## src/hdl/vca_pkg.sv

```systemverilog
// ----------------------------------------------------------------------------
// vca_pkg
// Shared types and constants of the voice channel allocator.
// ----------------------------------------------------------------------------
`default_nettype none

package vca_pkg;

   localparam logic        OP_START   = 1'b0;
   localparam logic        OP_STOP    = 1'b1;
   localparam logic [3:0]  SUB_NONE   = 4'h0;
   localparam logic [3:0]  SUB_ANY    = 4'hF;
   localparam logic [31:0] LIFE_START = 32'h7fff_ffff;

   typedef struct packed {
      logic        opcode;
      logic [15:0] entity;
      logic [3:0]  sub_channel;
      logic [29:0] now;
      logic [23:0] sound_length;
   } request_type;

   typedef struct packed {
      logic        valid;
      logic        done;
      logic        has_pick;
      logic [31:0] best;
   } scan_type;

   typedef struct packed {
      logic        valid;
      logic [31:0] end_time;
   } commit_type;

endpackage

`default_nettype wire

```

## src/hdl/vca_cell.sv

```systemverilog
// ----------------------------------------------------------------------------
// vca_cell
// One channel of the table; folds its channel into the scan record in transit.
// ----------------------------------------------------------------------------
`default_nettype none

module vca_cell #(
   parameter int IDX_W      = 3,
   parameter int CNT_W      = 4,
   parameter int CELL_INDEX = 0
) (
   input  wire                     clock,
   input  wire                     reset,
   input  wire  [15:0]             viewer,
   input  vca_pkg::request_type    req,
   input  vca_pkg::scan_type       scan_in,
   input  wire  [IDX_W-1:0]        pick_in,
   input  wire  [CNT_W-1:0]        count_in,
   output vca_pkg::scan_type       scan_out,
   output logic [IDX_W-1:0]        pick_out,
   output logic [CNT_W-1:0]        count_out,
   input  vca_pkg::commit_type     commit,
   input  wire  [IDX_W-1:0]        commit_pick
);

   localparam logic [IDX_W-1:0] MY_INDEX = IDX_W'(CELL_INDEX);

   logic [15:0]       owner_ff;
   logic [3:0]        sub_ff;
   logic [31:0]       end_ff;
   logic              active_ff;

   vca_pkg::scan_type scan_ff, scan_in_nxt;
   logic [IDX_W-1:0]  pick_ff, pick_in_nxt;
   logic [CNT_W-1:0]  count_ff, count_in_nxt;

   logic              owner_match;
   logic              start_hit;
   logic              stop_hit;
   logic              protect;
   logic [31:0]       life;
   logic              clear;

   assign owner_match = (owner_ff == req.entity);
   assign start_hit   = (req.sub_channel != vca_pkg::SUB_NONE) && owner_match &&
                        ((sub_ff == req.sub_channel) || (req.sub_channel == vca_pkg::SUB_ANY));
   assign stop_hit    = owner_match &&
                        ((req.sub_channel == vca_pkg::SUB_NONE) || (sub_ff == req.sub_channel));
   assign protect     = (owner_ff == viewer) && (req.entity != viewer) && active_ff;
   assign life        = end_ff - {2'b00, req.now};

   always_comb begin
      scan_in_nxt  = scan_in;
      pick_in_nxt  = pick_in;
      count_in_nxt = count_in;
      clear        = 1'b0;
      if (scan_in.valid && !scan_in.done) begin
         if (req.opcode == vca_pkg::OP_START) begin
            if (start_hit) begin
               scan_in_nxt.done     = 1'b1;
               scan_in_nxt.has_pick = 1'b1;
               pick_in_nxt          = MY_INDEX;
            end else if (!protect && ($signed(life) < $signed(scan_in.best))) begin
               scan_in_nxt.best     = life;
               scan_in_nxt.has_pick = 1'b1;
               pick_in_nxt          = MY_INDEX;
            end
         end else if (stop_hit) begin
            clear        = 1'b1;
            count_in_nxt = count_in + CNT_W'(1);
            if (req.sub_channel != vca_pkg::SUB_NONE) begin
               scan_in_nxt.done = 1'b1;
            end
         end
      end
   end

   // advance the scan record one cell per cycle
   always_ff @(posedge clock) begin
      if (reset) begin
         scan_ff <= '0;
      end else begin
         scan_ff <= scan_in_nxt;
      end
      pick_ff  <= pick_in_nxt;
      count_ff <= count_in_nxt;
   end

   always_ff @(posedge clock) begin
      if (reset) begin
         owner_ff  <= '0;
         sub_ff    <= '0;
         end_ff    <= '0;
         active_ff <= 1'b0;
      end else if (clear) begin
         end_ff    <= '0;
         active_ff <= 1'b0;
      end else if (commit.valid && (commit_pick == MY_INDEX)) begin
         owner_ff  <= req.entity;
         sub_ff    <= req.sub_channel;
         end_ff    <= commit.end_time;
         active_ff <= 1'b1;
      end
   end

   assign scan_out  = scan_ff;
   assign pick_out  = pick_ff;
   assign count_out = count_ff;

endmodule

`default_nettype wire

```

## src/hdl/voice_channel_allocator.sv

```systemverilog
// ----------------------------------------------------------------------------
// voice_channel_allocator
// Start and stop of mixer voices over a row of channel cells.
// ----------------------------------------------------------------------------
//  channel | dir | handshake            | payload
//  req     | in  | req_tvalid/tready    | tuser opcode, tdata request fields
//  rsp     | out | rsp_tvalid/tready    | tuser granted, tdata index, count
//  csr     | in  | csr_we               | csr_wdata viewer entity
//
//  An item passes through accept, launch, the walk of the scan record along
//  the chain of cells, then the write-back.
//  Reset clears every channel and the viewer register at once.
//  A result waiting on rsp_tready holds the block in write-back; the next
//  transfer on req is taken once the result is registered.
// ----------------------------------------------------------------------------
`default_nettype none

module voice_channel_allocator #(
   parameter int DYNAMIC_CHANNELS = 8
) (
   input  wire         clock,
   input  wire         reset,
   input  wire         req_tvalid,
   output logic        req_tready,
   input  wire  [79:0] req_tdata,   // entity, sub_channel, now, sound_length, zero pad
   input  wire         req_tuser,   // opcode
   output logic        rsp_tvalid,
   input  wire         rsp_tready,
   output logic [7:0]  rsp_tdata,   // channel_index, stopped_count, zero pad
   output logic        rsp_tuser,   // granted
   input  wire         csr_we,
   input  wire  [15:0] csr_wdata
);

   localparam int IDX_W = $clog2(DYNAMIC_CHANNELS);
   localparam int CNT_W = $clog2(DYNAMIC_CHANNELS + 1);

   typedef enum logic [3:0] {
      ST_IDLE   = 4'b0001,
      ST_LAUNCH = 4'b0010,
      ST_SCAN   = 4'b0100,
      ST_DONE   = 4'b1000
   } state_type;

   state_type            state_ff, state_in;
   vca_pkg::request_type req_ff;
   logic [15:0]          viewer_ff;

   vca_pkg::scan_type    link [0:DYNAMIC_CHANNELS];
   logic [IDX_W-1:0]     pick_link [0:DYNAMIC_CHANNELS];
   logic [CNT_W-1:0]     count_link [0:DYNAMIC_CHANNELS];

   logic                 fin_has_pick_ff;
   logic [IDX_W-1:0]     fin_pick_ff;
   logic [CNT_W-1:0]     fin_count_ff;

   logic                 rsp_valid_ff;
   logic [7:0]           rsp_data_ff;
   logic                 rsp_user_ff;

   vca_pkg::commit_type  commit;
   logic                 finish;
   logic                 is_start;
   logic [IDX_W+2:0]     index_wide;
   logic [CNT_W+3:0]     count_wide;

   assign req_tready = (state_ff == ST_IDLE);
   assign is_start   = (req_ff.opcode == vca_pkg::OP_START);
   assign finish     = (state_ff == ST_DONE) && (!rsp_valid_ff || rsp_tready);

   assign link[0]       = '{valid: (state_ff == ST_LAUNCH), done: 1'b0, has_pick: 1'b0,
                            best: vca_pkg::LIFE_START};
   assign pick_link[0]  = '0;
   assign count_link[0] = '0;

   assign commit.valid    = finish && is_start && fin_has_pick_ff;
   assign commit.end_time = {2'b00, req_ff.now} + {8'h00, req_ff.sound_length};

   for (genvar g = 0; g < DYNAMIC_CHANNELS; g++) begin : g_cell
      vca_cell #(
         .IDX_W      (IDX_W),
         .CNT_W      (CNT_W),
         .CELL_INDEX (g)
      ) u_cell (
         .clock       (clock),
         .reset       (reset),
         .viewer      (viewer_ff),
         .req         (req_ff),
         .scan_in     (link[g]),
         .pick_in     (pick_link[g]),
         .count_in    (count_link[g]),
         .scan_out    (link[g+1]),
         .pick_out    (pick_link[g+1]),
         .count_out   (count_link[g+1]),
         .commit      (commit),
         .commit_pick (fin_pick_ff)
      );
   end

   always_comb begin
      state_in = state_ff;
      unique case (state_ff)
         ST_IDLE:   if (req_tvalid) state_in = ST_LAUNCH;
         ST_LAUNCH: state_in = ST_SCAN;
         ST_SCAN:   if (link[DYNAMIC_CHANNELS].valid) state_in = ST_DONE;
         ST_DONE:   if (finish) state_in = ST_IDLE;
         default:   state_in = ST_IDLE;
      endcase
   end

   always_ff @(posedge clock) begin
      if (reset) begin
         state_ff <= ST_IDLE;
      end else begin
         state_ff <= state_in;
      end
   end

   always_ff @(posedge clock) begin
      if (reset) begin
         viewer_ff <= '0;
      end else if (csr_we) begin
         viewer_ff <= csr_wdata;
      end
   end

   always_ff @(posedge clock) begin
      if (req_tvalid && req_tready) begin
         req_ff.opcode       <= req_tuser;
         req_ff.entity       <= req_tdata[15:0];
         req_ff.sub_channel  <= req_tdata[19:16];
         req_ff.now          <= req_tdata[49:20];
         req_ff.sound_length <= req_tdata[73:50];
      end
   end

   // hold the end of the scan until the result register frees up
   always_ff @(posedge clock) begin
      if ((state_ff == ST_SCAN) && link[DYNAMIC_CHANNELS].valid) begin
         fin_has_pick_ff <= link[DYNAMIC_CHANNELS].has_pick;
         fin_pick_ff     <= pick_link[DYNAMIC_CHANNELS];
         fin_count_ff    <= count_link[DYNAMIC_CHANNELS];
      end
   end

   assign index_wide = fin_has_pick_ff ? {3'b000, fin_pick_ff} : '0;
   assign count_wide = is_start ? '0 : {4'h0, fin_count_ff};

   always_ff @(posedge clock) begin
      if (reset) begin
         rsp_valid_ff <= 1'b0;
      end else if (finish) begin
         rsp_valid_ff <= 1'b1;
      end else if (rsp_tready) begin
         rsp_valid_ff <= 1'b0;
      end
   end

   always_ff @(posedge clock) begin
      if (finish) begin
         rsp_user_ff <= is_start && fin_has_pick_ff;
         rsp_data_ff <= {1'b0, count_wide[3:0], index_wide[2:0]};
      end
   end

   assign rsp_tvalid = rsp_valid_ff;
   assign rsp_tdata  = rsp_data_ff;
   assign rsp_tuser  = rsp_user_ff;

`ifndef SYNTHESIS
   a_last_in_scan: assert property (@(posedge clock) disable iff (reset)
      link[DYNAMIC_CHANNELS].valid |-> (state_ff == ST_SCAN))
      else $error("scan record left the chain outside the scan state");

   a_launch_scan: assert property (@(posedge clock) disable iff (reset)
      (state_ff == ST_LAUNCH) |=> (state_ff == ST_SCAN))
      else $error("launch not followed by scan");

   a_commit_pick: assert property (@(posedge clock) disable iff (reset)
      commit.valid |-> (fin_has_pick_ff && (state_ff == ST_DONE)))
      else $error("write-back without a picked channel");

   a_grant_no_count: assert property (@(posedge clock) disable iff (reset)
      (rsp_tvalid && rsp_tuser) |-> (rsp_tdata[6:3] == 4'h0))
      else $error("granted result carries a stop count");
`endif

endmodule

`default_nettype wire

```

## config.mk

```make
export PLATFORM = sky130hd
export DESIGN_NAME = voice_channel_allocator
export DESIGN_NICKNAME = d
export VERILOG_FILES = /design/src/hdl/vca_pkg.sv /design/src/hdl/vca_cell.sv /design/src/hdl/voice_channel_allocator.sv
export SDC_FILE = /design/constraint.sdc
export NUM_CORES = 2
export LEC_CHECK = 0
export BUFFER_PORTS_ARGS = -buffer_cell sky130_fd_sc_hd__buf_2
export CAP_MARGIN = 20
export CORE_AREA = 2 2 320 401
export DETAILED_ROUTE_END_ITERATION = 6
export DIE_AREA = 0 0 322 403
export PLACE_DENSITY_LB_ADDON = 0.08
export SLEW_MARGIN = 20
export SYNTH_ARGS = -nofsm -noshare
export SYNTH_HDL_FRONTEND = slang
export SYNTH_SLANG_ARGS = --single-unit
```

## constraint.sdc

```tcl
create_clock -name clock -period 7.11 [get_ports clock]
set_clock_uncertainty 0.2 [all_clocks]
set_input_delay 1.0665 -clock clock [delete_from_list [all_inputs] [get_ports clock]]
set_output_delay 1.0665 -clock clock [all_outputs]
set_load 0.05 [all_outputs]
```

# After elaboration in Yosys (flattened, before gate mapping)
# Index checks and enable logic that the tools add are counted.
dict set report totals {
  ff_bits 836
  input_bits 102
  word_cells 444
}
dict set report classes {
  add_sub_neg 16
  mux 146
  order_cmp 8
  n_bitwise 12
  reduce_logical 129
  eq_ne 40
}
# operator count
set op_table {}
lappend op_table {{2-to-1 mux 33 bit} 16}
lappend op_table {{equality test 16 bit} 16}
lappend op_table {{subtractor 32 x 30 -> 32 bit} 8}
lappend op_table {{less-than comparator 32 bit} 7}
lappend op_table {{2-to-1 mux 32 bit} 7}
lappend op_table {{2-to-1 mux 34 bit} 6}
lappend op_table {{2-to-1 mux 4 bit} 24}
lappend op_table {{2-to-1 mux 31 bit} 3}
lappend op_table {{2-to-1 mux 3 bit} 24}
lappend op_table {{logical AND 1 bit} 69}
lappend op_table {{2-to-1 mux 1 bit} 65}
lappend op_table {{equality test 4 bit} 8}
lappend op_table {{less-than comparator 32 bit (second input constant)} 1}
lappend op_table {{adder 30 x 24 -> 31 bit} 1}
lappend op_table {{adder 4 x 1 -> 4 bit (second input constant)} 7}
lappend op_table {{OR reduction 2 bit} 10}
lappend op_table {{AND reduction 2 bit} 9}
lappend op_table {{logical OR 1 bit} 17}
lappend op_table {{zero test 1 bit} 16}
lappend op_table {{inequality test 16 bit} 1}
lappend op_table {{one-hot mux 4 bit (4 select lines)} 1}
lappend op_table {{equality test 3 bit (second input constant)} 4}
lappend op_table {{inverter 1 bit} 12}
lappend op_table {{equality test 4 bit (second input constant)} 2}
lappend op_table {{other kinds (14)} 17}

# Depth between registers and ports, before layout
dict set report depth {
  ltp_word 9
  ltp_mapped 25
  mapped_depth_nobuf 24
}

# Hierarchy
# Synthesis repeated with hierarchy kept, for this count alone.
dict set report hier_totals {
  cells_unflattened 6921
  hier_area_um2 57069.7
}
# mod seq_area_each_um2 area_each_um2 n_inst cells_per_inst
set modules_own_cells {}
lappend modules_own_cells {{vca_cell at g_cell[2].u_cell} 1901.8 6610.1 1 822}
lappend modules_own_cells {{vca_cell at g_cell[6].u_cell} 1901.8 6600.1 1 852}
lappend modules_own_cells {{vca_cell at g_cell[7].u_cell} 1901.8 6563.8 1 837}
lappend modules_own_cells {{vca_cell at g_cell[1].u_cell} 1901.8 6547.5 1 844}
lappend modules_own_cells {{vca_cell at g_cell[0].u_cell} 1901.8 6498.7 1 812}
lappend modules_own_cells {{vca_cell at g_cell[4].u_cell} 1901.8 6476.2 1 797}
lappend modules_own_cells {{vca_cell at g_cell[3].u_cell} 1901.8 6448.7 1 804}
lappend modules_own_cells {{vca_cell at g_cell[5].u_cell} 1901.8 6323.6 1 772}
lappend modules_own_cells {voice_channel_allocator 3153.0 5001.0 1 381}

# Worst setup path after synthesis
# OpenSTA, ideal clock, no wires.
dict set report synth_path {
  path_type {register to register}
  startpoint {register req_ff[25] in the netlist's numbering}
  endpoint {register g_cell[1].u_cell.scan_ff, in the netlist g_cell[1].u_cell.scan_out[10]}
  path_slack_ns 1.398
  synth_period_minus_slack_ns 5.712
  path_stages_with_launch 23
  setup_ns 0.128
  required_ns 6.782
  arrival_ns 5.385
  cell_sequence {edfxtp_1 inv_1 ha_1 nor2b_1 o31ai_2 a211oi_1 o211ai_1 o211ai_1 o41ai_2 o31ai_1 xnor2_1 ha_1 nand4_1 or3_1 or4_1 nor3_1 nor4_1 xnor2_1 nand4_1 buf_2 buf_2 mux2i_1 nor2_1}
}
dict set report synth_via {
  elab_chain_len 7
}
# item line_no
set synth_lines {}
lappend synth_lines {{start: declaration} voice_channel_allocator.sv:46} ;# vca_pkg::request_type req_ff;
lappend synth_lines {{subtractor 32 x 30 -> 32 bit (*)} vca_cell.sv:50} ;# assign life = end_ff - {2'b00, req.now};
lappend synth_lines {{less-than comparator 32 bit} vca_cell.sv:63} ;# end else if (!protect && ($signed(life) < $signed(scan_in.best))) begin
lappend synth_lines {{logical AND 1 bit} vca_cell.sv:63}
lappend synth_lines {{2-to-1 mux 33 bit (*)} vca_cell.sv:63}
lappend synth_lines {{2-to-1 mux 32 bit (*)} vca_cell.sv:59} ;# if (start_hit) begin
lappend synth_lines {{2-to-1 mux 33 bit (*)} vca_cell.sv:58} ;# if (req.opcode == vca_pkg::OP_START) begin
lappend synth_lines {{2-to-1 mux 34 bit (*)} vca_cell.sv:57} ;# if (scan_in.valid && !scan_in.done) begin
lappend synth_lines {{end signal: assignment} vca_cell.sv:83} ;# scan_ff <= scan_in_nxt;
lappend synth_lines {{end: declaration} vca_cell.sv:33} ;# vca_pkg::scan_type scan_ff, scan_in_nxt;
# Mark *: on every way between the ends. The rest lies on a longest branch, timed or not.
# A chain may end at the register's enable or synchronous reset.

# Worst setup path after layout
dict set report layout_path {
  startpoint {register req_ff[37] in the netlist's numbering}
  endpoint {register g_cell[1].u_cell.scan_ff, in the netlist g_cell[1].u_cell.scan_out[0]}
}
dict set report layout_via {
  elab_chain_len 7
}
# item line_no
set layout_lines {}
lappend layout_lines {{subtractor 32 x 30 -> 32 bit} vca_cell.sv:50}
lappend layout_lines {{less-than comparator 32 bit} vca_cell.sv:63}
lappend layout_lines {{logical AND 1 bit} vca_cell.sv:63}
lappend layout_lines {{2-to-1 mux 33 bit} vca_cell.sv:63}
lappend layout_lines {{2-to-1 mux 32 bit} vca_cell.sv:59}
lappend layout_lines {{2-to-1 mux 33 bit} vca_cell.sv:58}
lappend layout_lines {{2-to-1 mux 34 bit} vca_cell.sv:57}
# Every way passes these cells.

==> summary.txt <==
run status = complete, no violations
part of the cycle the worst path needs = 0.935
hold_ws = 0.203 ns
TNS Setup = 0 ns
clk root buf = clkbuf_16
Reg clk slew, reported paths = 0.06 ns
pin count of the biggest net entering global routing = 134
fillers = 12,730
GRT overflow = 0
pins over their slew limit = 0
DRC viols = 0
most frequent cells in the layout = nand2_1 (754), dfxtp_1 (727), a21oi_1 (682)
Finished Layout Cells = 7,833
Cells after Synth = 6,026
Leak = 23.2 nW
MaxCap Viol Count = 0
drt pass-1 iters = 6
Synth async-reset ratio = 0
Port-buffer cells = 105
Crit. End Element = flip-flop
Power Dens Cells = 216 nW/µm²
placed insts = 7,648
Post-synth top flop = dfxtp_1
CP Class = flip-flop to flip-flop
number of enable flip-flop cells after synthesis = 91
Hold Crit Class = flip-flop to flip-flop
die area = 130,000 µm²
clock sinks = 818
Worst-Skew Late Latency = 0.70 ns
Fin. Hold Viols = 0
Final ANT Viol Nets = 0
via count = 42,786
post-layout min period = 6.65 ns
crit start category = flip-flop
setup violators final = 0
Max Fclk = 0.150 GHz
# hold bufs at CTS = 0
synthesis-stage register bit count = 818
gr busiest metal = met2
CTS Buf Count = 95
Final HPWL DP = 129 mm
met2 GRT Util = 0.481
met3 usage = 0.0339
critical path data required time = 7.53 ns
vias per cell = 5.46
R2R setup slack = 0.46 ns
Avg Cell Area, Syn = 8.32 µm²
CP Max Fanout = 37
worst-margin pin slew = 1.18 ns
htree depth = 3
die extent in x = 322 µm
met1 Use GR = 0.324
commonest non-fill, non-tap cell in the layout = nand2_1
Final Util = 0.448
RSZ-0062 raised after global routing = no
share of cells above drive strength 1 = 0.0845
library cells used by synthesis = 100
syn_nets = 6,624
VDD IR-drop max = 0.198 mV
sequential fraction of the synthesis area = 0.345
first-pass GRT wire length = 262 mm
Die Y = 403 µm
Placer Congestion = 0.898
Area growth syn-to-layout = 12.5%
Rows = 146
post-DR wirelength/cell = 22.5 µm
Starting Density = 0.398
core area = 126,000 µm²
initial antenna violation count = 5
power consumption = 0.0122 W
Rel. slew slack = 0.213
CTS tree = done
Ports = 113
drt total wl = 176 mm
Final #Nets = 6,718
Overall Global Routing Usage = 0.269
DRT iter0 DRCs = 2,734
Synth warnings = 0
clk buf depth = 3
CP arrival = 7.07 ns
Netlist Area Pre-Place = 50,200 µm²
vias in the first global route = 41,905
-- cells by family (layout without fill, tap and decap cells) --
logic type,after synthesis,in the layout,share of synthesized area
AOI/OAI and AO/OA,1460,1460,0.183
DFF,818,818,0.345
adders and majority gates,496,496,0.125
muxes,155,155,0.0311
and+or+nand+nor,1952,1952,0.174
xor gates and xnor gates,542,542,0.0948
other,1,4,0.0000748
buffers and inverters,602,778,0.0472
-- synthesized netlist by cell type (all sizes together) (7+ instances only) --
cell | n | area share
nand2b | 56 | 0.0070
o31a | 11 | 0.0019
mux2i | 150 | 0.030
xor2 | 157 | 0.027
o21ai | 157 | 0.016
nor3 | 77 | 0.0077
nand3b | 12 | 0.0018
nand2 | 757 | 0.057
ha | 487 | 0.12
nor2 | 605 | 0.045
a21boi | 17 | 0.0025
o21bai | 36 | 0.0054
or3 | 17 | 0.0021
nor3b | 11 | 0.0016
nand3 | 87 | 0.0088
buf | 57 | 0.0064
a311oi | 11 | 0.0022
a211oi | 105 | 0.016
nor4 | 45 | 0.0059
and2 | 26 | 0.0033
o41ai | 7 | 0.0018
o21a | 66 | 0.0099
xnor2 | 385 | 0.067
nand4 | 114 | 0.014
a31oi | 41 | 0.0051
fa | 9 | 0.0036
a2111oi | 23 | 0.0048
inv | 334 | 0.025
a22o | 13 | 0.0023
o211ai | 35 | 0.0052
and4 | 7 | 0.0012
o2111ai | 20 | 0.0036
or2 | 20 | 0.0025
a21o | 132 | 0.020
nor2b | 62 | 0.0077
clkbuf | 211 | 0.016
dfxtp | 727 | 0.29
edfxtp | 91 | 0.054
and3 | 35 | 0.0045
a21oi | 685 | 0.069
o31ai | 21 | 0.0036
a211o | 8 | 0.0014
-- worst max-delay path, cell delays in order, from the launching register on --
cell,delay (ns)
edfxtp_1,0.41
inv_1,0.58
ha_1,0.41
a21oi_1,0.23
o21ai_0,0.15
a221o_1,0.42
nor3_1,0.24
a21oi_1,0.15
o41ai_1,0.51
o21bai_1,0.13
xor2_1,0.18
ha_1,0.31
nand2_1,0.06
or3_1,0.38
or4_1,0.57
nor3_1,0.29
nor4_1,0.11
xnor2_1,0.36
nand4_1,0.21
buf_12,0.23
or2_2,0.30
a21oi_1,0.12
-- per-layer routing --
metal / vias to the layer above / routed length [µm]
met3: 267 / 8060
met4: 0 / 7370
li1: 21219 / -
met5: - / 0
met2: 910 / 86800
met1: 20390 / 74100
-- worst paths after layout --
path / from / end / cells after the start
worst min register to register: g_cell[7].u_cell.count_out[0]$_DFF_P_ / fin_count_ff[0]$_DFFE_PP_ / 0
worst min-delay path: g_cell[7].u_cell.count_out[0]$_DFF_P_ / fin_count_ff[0]$_DFFE_PP_ / 0
worst max-delay path: req_ff[37]$_DFFE_PP_ / g_cell[1].u_cell.scan_out[0]$_SDFF_PP0_ / 21
worst max register to register: req_ff[37]$_DFFE_PP_ / g_cell[1].u_cell.scan_out[0]$_SDFF_PP0_ / 21
-- power breakdown --
| part | total [W] | leakage, nW | internal [W] | switching, W |
|---|---|---|---|---|
| Combinational | 0.00224 | 14.9 | 0.000714 | 0.00153 |
| Clock | 0.00510 | 1.57 | 0.00300 | 0.00210 |
| Sequential | 0.00482 | 6.74 | 0.00477 | 0.0000557 |
-- cell type report --
class	count	area, µm²	area share
clock buffers	139	2780	0.0492
multi-input cells	4606	30800	0.546
diodes	3	7.51	0.000133
flip-flops and latches	818	17300	0.306
clock inverters	40	437	0.00774
well taps	1628	2040	0.0361
inverters	334	1250	0.0222
repair buffers	265	1800	0.0320
-- per-stage QoR --
step | cell area (µm²) | setup slack (ns)
2_1_floorplan | 50200 | 1.40
6_report | 56400 | 0.460
3_3_place_gp | 53100 | 0.451
5_1_grt | 56400 | 0.0269
4_1_cts | 56400 | 0.381
3_5_place_dp | 53200 | 0.404
-- registers in the layout, summed over array words and instances (netlist names) --
register / cells
g_cell.u_cell.active_ff: 8
g_cell.u_cell.owner_ff: 128
fin_count_ff: 4
g_cell.u_cell.pick_out: 17
rsp_tvalid: 1
rsp_tuser: 1
g_cell.u_cell.end_ff: 248
g_cell.u_cell.sub_ff: 32
viewer_ff: 16
fin_has_pick_ff: 1
rsp_tdata: 7
fin_pick_ff: 3
req_ff: 75
g_cell.u_cell.scan_out: 247
g_cell.u_cell.count_out: 26
state_ff: 4
-- timing repair --
action                                  4_1_cts  5_1_grt
setup buffers                                 0        3
resized for setup                             0        0
endpoints found under the setup margin        0        6
(Power assumes the default switching activity.)
